<file path="src/rtl/sorted_list_engine_core_defines.svh">
// Assertion macros for the sorted list engine core
`ifndef SORTED_LIST_ENGINE_CORE_DEFINES_SVH
`define SORTED_LIST_ENGINE_CORE_DEFINES_SVH

`ifndef SYNTH
`define SLE_ASSERT(lbl, clk, rst_n, prop, msg) \
  lbl: assert property (@(posedge clk) disable iff (!rst_n) prop) else $error(msg);
`define SLE_ASSERT_ALWAYS(lbl, clk, prop, msg) \
  lbl: assert property (@(posedge clk) prop) else $error(msg);
`else
`define SLE_ASSERT(lbl, clk, rst_n, prop, msg)
`define SLE_ASSERT_ALWAYS(lbl, clk, prop, msg)
`endif

`endif

</file>
<file path="src/rtl/sle_pkg.sv">
// Shared constants, codes and types of the sorted list engine
package sle_pkg;

  localparam int CAPACITY = 16;
  localparam int DATA_W   = 32;
  localparam int COUNT_W  = 5;
  localparam int IDX_W    = (CAPACITY > 1) ? $clog2(CAPACITY) : 1;
  localparam int CNT_W    = $clog2(CAPACITY + 1);

  typedef enum logic [1:0] {
    REQ_INSERT   = 2'd0,
    REQ_DELETE   = 2'd1,
    REQ_READ_ALL = 2'd2,
    REQ_CLEAR    = 2'd3
  } req_type_e;

  typedef enum logic [1:0] {
    STAT_DONE      = 2'd0,
    STAT_FULL      = 2'd1,
    STAT_NOT_FOUND = 2'd2
  } status_e;

  typedef enum logic [2:0] {
    ST_IDLE,
    ST_INS_WALK,
    ST_INS_PUT,
    ST_DEL_FIND,
    ST_DEL_SHIFT,
    ST_RD_OUT,
    ST_RESP
  } state_e;

  typedef struct packed {
    logic              we;
    logic [IDX_W-1:0]  waddr;
    logic [DATA_W-1:0] wdata;
    logic              re;
    logic [IDX_W-1:0]  raddr;
  } mem_req_t;

endpackage

</file>
<file path="src/rtl/sle_req_if.sv">
// Request channel: command and value
interface sle_req_if;
  logic                              valid;
  logic                              ready;
  logic [1:0]                        req_type;
  logic signed [sle_pkg::DATA_W-1:0] value;

  modport source (output valid, output req_type, output value, input ready);
  modport sink   (input valid, input req_type, input value, output ready);
endinterface

</file>
<file path="src/rtl/sle_rsp_if.sv">
// Response channel: status, element, count and last flag
interface sle_rsp_if;
  logic                              valid;
  logic                              ready;
  logic [1:0]                        status;
  logic signed [sle_pkg::DATA_W-1:0] element;
  logic                              element_valid;
  logic [sle_pkg::COUNT_W-1:0]       count;
  logic                              last;

  modport source (output valid, output status, output element, output element_valid,
                  output count, output last, input ready);
  modport sink   (input valid, input status, input element, input element_valid,
                  input count, input last, output ready);
endinterface

</file>
<file path="src/rtl/sle_store.sv">
// Value store: one write port, one read port with registered read data
module sle_store (
  input  logic                        clk_i,
  input  sle_pkg::mem_req_t           mem_i,
  output logic [sle_pkg::DATA_W-1:0]  rd_data_o
);
  import sle_pkg::*;

  logic [DATA_W-1:0] mem [CAPACITY];
  logic [DATA_W-1:0] rd_data_q;

  always_ff @(posedge clk_i) begin
    if (mem_i.we) begin
      mem[mem_i.waddr] <= mem_i.wdata;
    end
    if (mem_i.re) begin
      rd_data_q <= mem[mem_i.raddr];
    end
  end

  assign rd_data_o = rd_data_q;

endmodule

</file>
<file path="src/rtl/sorted_list_engine_core.sv">
// Sorted list engine: keeps up to CAPACITY signed values in ascending order.
// Requests insert, delete, read out or clear; one request is worked at a time and the
// request channel is ready only while the sequencer is idle. A store with one write and one
// read port is walked one entry per cycle through its registered read port, but a read out
// holds its walk while the response register is still full. The response register lets a new
// request start while the last result still waits to be taken.
`include "sorted_list_engine_core_defines.svh"

module sorted_list_engine_core (
  input  logic clk_i,
  input  logic rst_ni,
  sle_req_if.sink   req_i,
  sle_rsp_if.source rsp_o
);
  import sle_pkg::*;

  state_e                    state_q, state_d;
  logic [CNT_W-1:0]          cnt_q, cnt_d;
  logic [CNT_W-1:0]          ptr_q, ptr_d;
  logic signed [DATA_W-1:0]  val_q, val_d;
  status_e                   status_q, status_d;

  mem_req_t                  mem_req;
  logic signed [DATA_W-1:0]  rd_data;

  logic                      rsp_valid_q;
  status_e                   rsp_status_q;
  logic signed [DATA_W-1:0]  rsp_elem_q;
  logic                      rsp_evalid_q;
  logic [CNT_W-1:0]          rsp_cnt_q;
  logic                      rsp_last_q;

  logic                      out_load;
  logic signed [DATA_W-1:0]  out_elem;
  logic                      out_evalid;
  logic                      out_last;

  logic                      slot_free;
  logic                      cmp_lt, cmp_eq;
  logic [CNT_W-1:0]          ptr_inc, ptr_dec, ptr_inc2, cnt_dec;
  logic                      rd_is_last;
  req_type_e                 req_kind;

  sle_store u_store (
    .clk_i     (clk_i),
    .mem_i     (mem_req),
    .rd_data_o (rd_data)
  );

  assign slot_free  = !rsp_valid_q || rsp_o.ready;
  assign cmp_lt     = rd_data < val_q;
  assign cmp_eq     = rd_data == val_q;
  assign ptr_inc    = ptr_q + 1'b1;
  assign ptr_inc2   = ptr_inc + 1'b1;
  assign ptr_dec    = ptr_q - 1'b1;
  assign cnt_dec    = cnt_q - 1'b1;
  assign rd_is_last = ptr_inc == cnt_q;
  assign req_kind   = req_type_e'(req_i.req_type);

  assign req_i.ready = state_q == ST_IDLE;

  always_comb begin
    state_d = state_q;
    unique case (state_q)
      ST_IDLE: begin
        if (req_i.valid) begin
          unique case (req_kind)
            REQ_INSERT: begin
              if (cnt_q == CNT_W'(CAPACITY) || cnt_q == '0) begin
                state_d = ST_RESP;
              end else begin
                state_d = ST_INS_WALK;
              end
            end
            REQ_DELETE:   state_d = (cnt_q == '0) ? ST_RESP : ST_DEL_FIND;
            REQ_READ_ALL: state_d = (cnt_q == '0) ? ST_RESP : ST_RD_OUT;
            REQ_CLEAR:    state_d = ST_RESP;
            default:      state_d = ST_RESP;
          endcase
        end
      end
      ST_INS_WALK: begin
        if (cmp_lt) begin
          state_d = ST_RESP;
        end else if (ptr_q == '0) begin
          state_d = ST_INS_PUT;
        end
      end
      ST_INS_PUT: state_d = ST_RESP;
      ST_DEL_FIND: begin
        if (cmp_eq) begin
          state_d = ST_DEL_SHIFT;
        end else if (rd_is_last) begin
          state_d = ST_RESP;
        end
      end
      ST_DEL_SHIFT: begin
        if (!(ptr_inc < cnt_q)) begin
          state_d = ST_RESP;
        end
      end
      ST_RD_OUT: begin
        if (slot_free && rd_is_last) begin
          state_d = ST_IDLE;
        end
      end
      ST_RESP: begin
        if (slot_free) begin
          state_d = ST_IDLE;
        end
      end
      default: state_d = ST_IDLE;
    endcase
  end

  always_comb begin
    mem_req       = '0;
    mem_req.wdata = val_q;
    ptr_d         = ptr_q;
    cnt_d         = cnt_q;
    val_d         = val_q;
    status_d      = status_q;
    out_load      = 1'b0;
    out_elem      = '0;
    out_evalid    = 1'b0;
    out_last      = 1'b1;
    unique case (state_q)
      ST_IDLE: begin
        if (req_i.valid) begin
          val_d    = req_i.value;
          status_d = STAT_DONE;
          unique case (req_kind)
            REQ_INSERT: begin
              if (cnt_q == CNT_W'(CAPACITY)) begin
                status_d = STAT_FULL;
              end else if (cnt_q == '0) begin
                mem_req.we    = 1'b1;
                mem_req.waddr = '0;
                mem_req.wdata = req_i.value;
                cnt_d         = CNT_W'(1);
              end else begin
                mem_req.re    = 1'b1;
                mem_req.raddr = cnt_dec[IDX_W-1:0];
                ptr_d         = cnt_dec;
              end
            end
            REQ_DELETE: begin
              if (cnt_q == '0) begin
                status_d = STAT_NOT_FOUND;
              end else begin
                mem_req.re    = 1'b1;
                mem_req.raddr = '0;
                ptr_d         = '0;
              end
            end
            REQ_READ_ALL: begin
              mem_req.re    = 1'b1;
              mem_req.raddr = '0;
              ptr_d         = '0;
            end
            REQ_CLEAR: cnt_d = '0;
            default: ;
          endcase
        end
      end
      ST_INS_WALK: begin
        mem_req.we    = 1'b1;
        mem_req.waddr = ptr_inc[IDX_W-1:0];
        if (cmp_lt) begin
          cnt_d = cnt_q + 1'b1;
        end else begin
          mem_req.wdata = rd_data;
          if (ptr_q != '0) begin
            mem_req.re    = 1'b1;
            mem_req.raddr = ptr_dec[IDX_W-1:0];
            ptr_d         = ptr_dec;
          end
        end
      end
      ST_INS_PUT: begin
        mem_req.we    = 1'b1;
        mem_req.waddr = ptr_q[IDX_W-1:0];
        cnt_d         = cnt_q + 1'b1;
      end
      ST_DEL_FIND: begin
        if (cmp_eq) begin
          mem_req.re    = 1'b1;
          mem_req.raddr = ptr_inc[IDX_W-1:0];
        end else if (rd_is_last) begin
          status_d = STAT_NOT_FOUND;
        end else begin
          mem_req.re    = 1'b1;
          mem_req.raddr = ptr_inc[IDX_W-1:0];
          ptr_d         = ptr_inc;
        end
      end
      ST_DEL_SHIFT: begin
        if (ptr_inc < cnt_q) begin
          mem_req.we    = 1'b1;
          mem_req.waddr = ptr_q[IDX_W-1:0];
          mem_req.wdata = rd_data;
          mem_req.re    = 1'b1;
          mem_req.raddr = ptr_inc2[IDX_W-1:0];
          ptr_d         = ptr_inc;
        end else begin
          cnt_d = cnt_dec;
        end
      end
      ST_RD_OUT: begin
        if (slot_free) begin
          out_load   = 1'b1;
          out_elem   = rd_data;
          out_evalid = 1'b1;
          out_last   = rd_is_last;
          if (!rd_is_last) begin
            mem_req.re    = 1'b1;
            mem_req.raddr = ptr_inc[IDX_W-1:0];
            ptr_d         = ptr_inc;
          end
        end
      end
      ST_RESP: begin
        out_load = slot_free;
      end
      default: ;
    endcase
  end

  always_ff @(posedge clk_i or negedge rst_ni) begin
    if (!rst_ni) begin
      state_q     <= ST_IDLE;
      cnt_q       <= '0;
      rsp_valid_q <= 1'b0;
    end else begin
      state_q <= state_d;
      cnt_q   <= cnt_d;
      if (out_load) begin
        rsp_valid_q <= 1'b1;
      end else if (rsp_o.ready) begin
        rsp_valid_q <= 1'b0;
      end
    end
  end

  always_ff @(posedge clk_i) begin
    ptr_q    <= ptr_d;
    val_q    <= val_d;
    status_q <= status_d;
    if (out_load) begin
      rsp_status_q <= status_q;
      rsp_elem_q   <= out_elem;
      rsp_evalid_q <= out_evalid;
      rsp_cnt_q    <= cnt_q;
      rsp_last_q   <= out_last;
    end
  end

  assign rsp_o.valid         = rsp_valid_q;
  assign rsp_o.status        = rsp_status_q;
  assign rsp_o.element       = rsp_elem_q;
  assign rsp_o.element_valid = rsp_evalid_q;
  assign rsp_o.count         = COUNT_W'(rsp_cnt_q);
  assign rsp_o.last          = rsp_last_q;

  `SLE_ASSERT_ALWAYS(a_cnt_bound, clk_i, !rst_ni || cnt_q <= CNT_W'(CAPACITY), "count exceeds capacity")
  `SLE_ASSERT(a_walk_ptr, clk_i, rst_ni, (state_q == ST_INS_WALK || state_q == ST_DEL_FIND || state_q == ST_RD_OUT) |-> ptr_q < cnt_q, "walk pointer beyond count")
  `SLE_ASSERT(a_load_free, clk_i, rst_ni, out_load |-> slot_free, "response overwritten before transfer")
  `SLE_ASSERT(a_mid_elem, clk_i, rst_ni, (rsp_valid_q && !rsp_last_q) |-> (rsp_evalid_q && rsp_status_q == STAT_DONE), "non-final response without element")

endmodule

</file>
<file path="src/flat_wrapper.sv">
// flat-port wrapper written by rule: the top's interface ports become plain ports
module sorted_list_engine_core_flat import sle_pkg::*;
  (clk_i, rst_ni, req_i_valid, req_i_req_type, req_i_value, req_i_ready, rsp_o_valid, rsp_o_status, rsp_o_element, rsp_o_element_valid, rsp_o_count, rsp_o_last, rsp_o_ready);
  sle_req_if req_i_i ();
  sle_rsp_if rsp_o_i ();
  input  logic clk_i;
  input  logic rst_ni;
  input wire logic [$bits(req_i_i.valid)-1:0] req_i_valid;
  input wire logic [$bits(req_i_i.req_type)-1:0] req_i_req_type;
  input wire logic [$bits(req_i_i.value)-1:0] req_i_value;
  output wire logic [$bits(req_i_i.ready)-1:0] req_i_ready;
  output wire logic [$bits(rsp_o_i.valid)-1:0] rsp_o_valid;
  output wire logic [$bits(rsp_o_i.status)-1:0] rsp_o_status;
  output wire logic [$bits(rsp_o_i.element)-1:0] rsp_o_element;
  output wire logic [$bits(rsp_o_i.element_valid)-1:0] rsp_o_element_valid;
  output wire logic [$bits(rsp_o_i.count)-1:0] rsp_o_count;
  output wire logic [$bits(rsp_o_i.last)-1:0] rsp_o_last;
  input wire logic [$bits(rsp_o_i.ready)-1:0] rsp_o_ready;
  assign req_i_i.valid = req_i_valid;
  assign req_i_i.req_type = req_i_req_type;
  assign req_i_i.value = req_i_value;
  assign req_i_ready = req_i_i.ready;
  assign rsp_o_valid = rsp_o_i.valid;
  assign rsp_o_status = rsp_o_i.status;
  assign rsp_o_element = rsp_o_i.element;
  assign rsp_o_element_valid = rsp_o_i.element_valid;
  assign rsp_o_count = rsp_o_i.count;
  assign rsp_o_last = rsp_o_i.last;
  assign rsp_o_i.ready = rsp_o_ready;
  sorted_list_engine_core u_core (.clk_i(clk_i), .rst_ni(rst_ni), .req_i(req_i_i), .rsp_o(rsp_o_i));
endmodule
</file>
<file path="config.mk">
export PLATFORM = sky130hd
export DESIGN_NAME = sorted_list_engine_core_flat
export DESIGN_NICKNAME = d
export VERILOG_FILES = /design/src/rtl/sle_pkg.sv /design/src/rtl/sle_req_if.sv /design/src/rtl/sle_rsp_if.sv /design/src/rtl/sle_store.sv /design/src/rtl/sorted_list_engine_core.sv /design/src/flat_wrapper.sv
export VERILOG_INCLUDE_DIRS = /design/src /design/src/rtl
export SDC_FILE = /design/constraint.sdc
export NUM_CORES = 1
export LEC_CHECK = 0
export ABC_AREA = 0
export BUFFER_PORTS_ARGS = -buffer_cell sky130_fd_sc_hd__buf_4
export CORE_MARGIN = 2
export CORE_UTILIZATION = 62
export CTS_CLUSTER_DIAMETER = 150
export DETAILED_ROUTE_END_ITERATION = 12
export PLACE_DENSITY_LB_ADDON = 0.12
export SYNTH_ARGS = -nofsm -noshare
export SYNTH_HDL_FRONTEND = slang
export SYNTH_SLANG_ARGS = --single-unit
</file>
<file path="constraint.sdc">
create_clock -name clk_i -period 6.1 [get_ports clk_i]
set_clock_uncertainty 0.05 [all_clocks]
set_input_delay 0.305 -clock clk_i [delete_from_list [all_inputs] [get_ports clk_i]]
set_output_delay 0.305 -clock clk_i [all_outputs]
set_load 0.02 [all_outputs]
</file>
==> key figures <==
Floorplanning
  • Full die area: 43300 sq um
  • Core Box Area: 40900 sq um
  • Number of top-level pins: 81
  • Die width: 208 um
  • Core Rows: 74
  • Die H: 208 um
  • Initial core utilization: 63.1%

Power
  • Sequential Power Share: 40.3%
  • Pleak: 10.1 nW
  • Sw frac: 35.0%
  • Part of the power in combinational logic: 38.2%
  • PD cells: 591 nW/um^2
  • Cell-internal power: 11.4 mW
  • Max VDD drop: 0.000726 V
  • Clk network pwr share: 21.5%
  • NetSw: 6.14 mW

Clock tree
  • Sink Count: 633
  • Post-CTS setup buffers: 0
  • Later-pin clock latency in the skew report: 0.62 ns
  • CTS Buffer Depth: 3
  • TritonCTS clock tree: yes
  • Clock transition at path regs: 0.06 ns
  • Root Buffer: clkbuf_16
  • H-tree depth: 2
  • Total CTS buffers: 60

Flow run
  • Max Cap Violations: 0

Synthesis
  • Yosys synthesis warning count: 0
  • Most common flop cell mapped by yosys: edfxtp_1
  • Largest area contributor in the synthesized netlist: edfxtp_1
  • Post-Syn Area: 25800 sq um
  • Synth area leaders: edfxtp_1 73%, mux4_2 11%, ha_1 2.3%
  • Top cell type's share of synthesized area: 72.6%
  • Avg Inst Size Synth: 18.5 sq um
  • Post-synth net total: 1481
  • Synth async-reset ratio: 1.42%
  • Synth cell types: 65
  • Post-synth EDFFs: 624
  • Most common library cells after synthesis: 624 x edfxtp_1, 128 x mux4_2, 78 x nand2_1
  • Cell with the most instances after synthesis: edfxtp_1
  • Post-Syn Instances: 1396
  • Synth Register Bits: 633
  • Sequential area share after synthesis: 73.4%

Worst setup path
  • Crit path DAT: 5.18 ns
  • Critical path class: reg -> reg
  • Slowest stage delay, CP: 0.65 ns
  • CP endpoint kind: register
  • Startpoint types: register
  • CP Max Fanout: 54
  • Crit path cell chain: ha_1 -> nand4_1 -> nor3_1 -> a21boi_1 -> o41a_1 -> nor3_2 -> o311a_4 -> buf_12 -> mux4_2 -> a22oi_1 -> nand2_1
  • Slowest cell on crit path: nor3_2
  • CP required: 6.43 ns

Finish
  • Final Util: 72.5%
  • Layout cells sized above 1: 23.2%
  • Layout Area Growth over Synthesis: 14.9%
  • N_diodes: 0
  • Final instance area: 29700 sq um
  • Final nets: 1628

Global route
  • GRT Residual Overflow: 0
  • Global-route wire length before repair: 90.5 mm
  • Largest net degree at the start of global routing: 97
  • All-Layer GR Usage: 28.7%
  • Vias in the first global route: 14100
  • Initial antenna violation count: 2

Place
  • Routability cong.: 0.880
  • DP HPWL: 32.8 mm
  • Place WS: 1.25 ns
  • Port-buffer cells: 80
  • Dpl cell area: 27300 sq um

Route
  • Via density: 6.68
  • DR vias: 14200
  • Residual DRC: 0
  • ANT nets after route: 0
  • Routed wire per std cell: 28.8 um
  • Initial DRC count: 1987
  • Initial DRT Pass Iterations: 6
  • Routed WL: 61.3 mm

Timing
  • TNS Setup: 0 ns
  • Pins Over Slew Limit: 0
  • Fin. Hold Viols: 0
  • FMAX: 206 MHz
  • Final WS setup: 1.25 ns
  • Fin crit period: 4.85 ns
  • Tcrit/Tclk final: 79.6%
  • Worst Hold Slack: 0.0981 ns
  • RSZ-0062 raised after global routing: no
  • Final setup vio count: 0
  • Slew @ Worst Pin: 1.12 ns
  • Max-slew headroom: 25.1%

Hold path
  • Worst Hold Class: in -> reg

Outcome
  • Status: finished clean
==> per-stage QoR <==
step	total power [mW]	std cells
2_1_floorplan	11.6	1396
3_3_place_gp	13.6	1979
3_5_place_dp	13.8	1979
4_1_cts	17.6	2125
5_1_grt	18.3	2125
6_report	17.5	2125
==> final cells by class <==
cell class	count	area [sq um]
flip-flops and latches	633	19000
fillers	2472	11300
multi-input cells	620	6420
clock buffers	74	1600
repair buffers	152	1330
well taps	532	666
clock inverters	38	410
inverters	76	285
==> per-layer routing <==
layer	routed length (um)	up-vias	GRT usage (%)	part of all wire, %
met5	0	-	0	0
met4	1650	0	8.90	2.7
met3	5490	119	4.65	9.0
met2	30700	796	47.2	50
met1	23500	7287	40.2	38
li1	-	5992	-	-
==> state kept, by name, indices dropped and copies added, names as in the netlist <==
name                        count
u_core.u_store.rd_data_o       32
u_core.status_q                 2
u_core.rsp_o.status             2
u_core.rsp_o.count              5
u_core.rsp_o.valid              1
u_core.rsp_o.element_valid      1
u_core.state_q                  3
u_core.u_store.mem            512
u_core.cnt_q                    5
u_core.val_q                   32
u_core.rsp_o.element           32
u_core.rsp_o.last               1
u_core.ptr_q                    5
==> logic make-up after synthesis <==
group                      count (synthesis)  synth area share (%)
DFF                                      633                  73.4
muxes                                    129                  11.2
AOI/OAI and AO/OA                        215                  6.15
adders and majority gates                 47                  2.28
xor gates and xnor gates                  12                 0.407
buffers and inverters                    143                  2.49
and+or+nand+nor                          217                  4.02
==> critical path: cells and delay by family, from the launching register on <==
kind	cells	cell delay, ns
compound gates	4	1.53
simple gates	4	1.14
mux	1	0.58
buf+inv	1	0.46
flops	1	0.45
fa+ha+maj	1	0.34
==> cells in the final DEF (no fill, tap or decap), drive strengths merged, types with 3 or more instances in the layout <==
cell / synthesis / layout
nor2: 49 / 49
or3: 5 / 5
o21ai: 23 / 23
edfxtp: 624 / 624
bufinv: 0 / 8
a21o: 8 / 8
a21oi: 32 / 32
nor3: 14 / 14
dfrtp: 9 / 9
nand3: 12 / 12
and2: 33 / 33
a22oi: 70 / 70
clkinv: 0 / 24
o221ai: 6 / 6
ha: 47 / 47
a222oi: 31 / 31
o22ai: 7 / 7
clkinvlp: 0 / 5
a211oi: 3 / 3
nand2: 78 / 78
a31oi: 4 / 4
inv: 76 / 77
clkbuf: 36 / 74
and3: 5 / 5
o31ai: 5 / 5
nand4: 7 / 7
xnor2: 8 / 8
buf: 31 / 118
xor2: 4 / 4
mux4: 128 / 128
dlygate4sd3: 0 / 34
==> power by group through the flow <==
stage | Combinational (mW) | Clock [mW] | Sequential, mW
global route | 7.18 | 3.99 | 7.14
global placement | 6.49 | 0 | 7.09
finish | 6.70 | 3.77 | 7.06
floorplan | 4.47 | 0 | 7.09
CTS | 6.70 | 3.82 | 7.05
detailed placement | 6.64 | 0 | 7.13
==> final timing paths <==
check | cells after the start | endpoint | start | slack, ns
worst max-delay path | 11 | u_core.u_store.rd_data_o[6] | u_core.u_store.rd_data_o[14] | 1.25
worst min-delay path | 3 | u_core.rsp_o.valid | rsp_o_ready | 0.1
worst max register to register | 11 | u_core.u_store.rd_data_o[6] | u_core.u_store.rd_data_o[14] | 1.25
worst min register to register | 0 | u_core.rsp_o.status[0] | u_core.status_q[0] | 0.38
max in group asynchronous | 3 | u_core.cnt_q[2] | rst_ni | 5.03
min in group asynchronous | 3 | u_core.rsp_o.valid | rst_ni | 0.66
==> timing repair <==
item	CTS	global route
gates resized for setup	0	0
hold endpoints to repair	41	0
hold buffers	34	0
setup endpoints to repair	0	0
(Power assumes the default switching activity.)
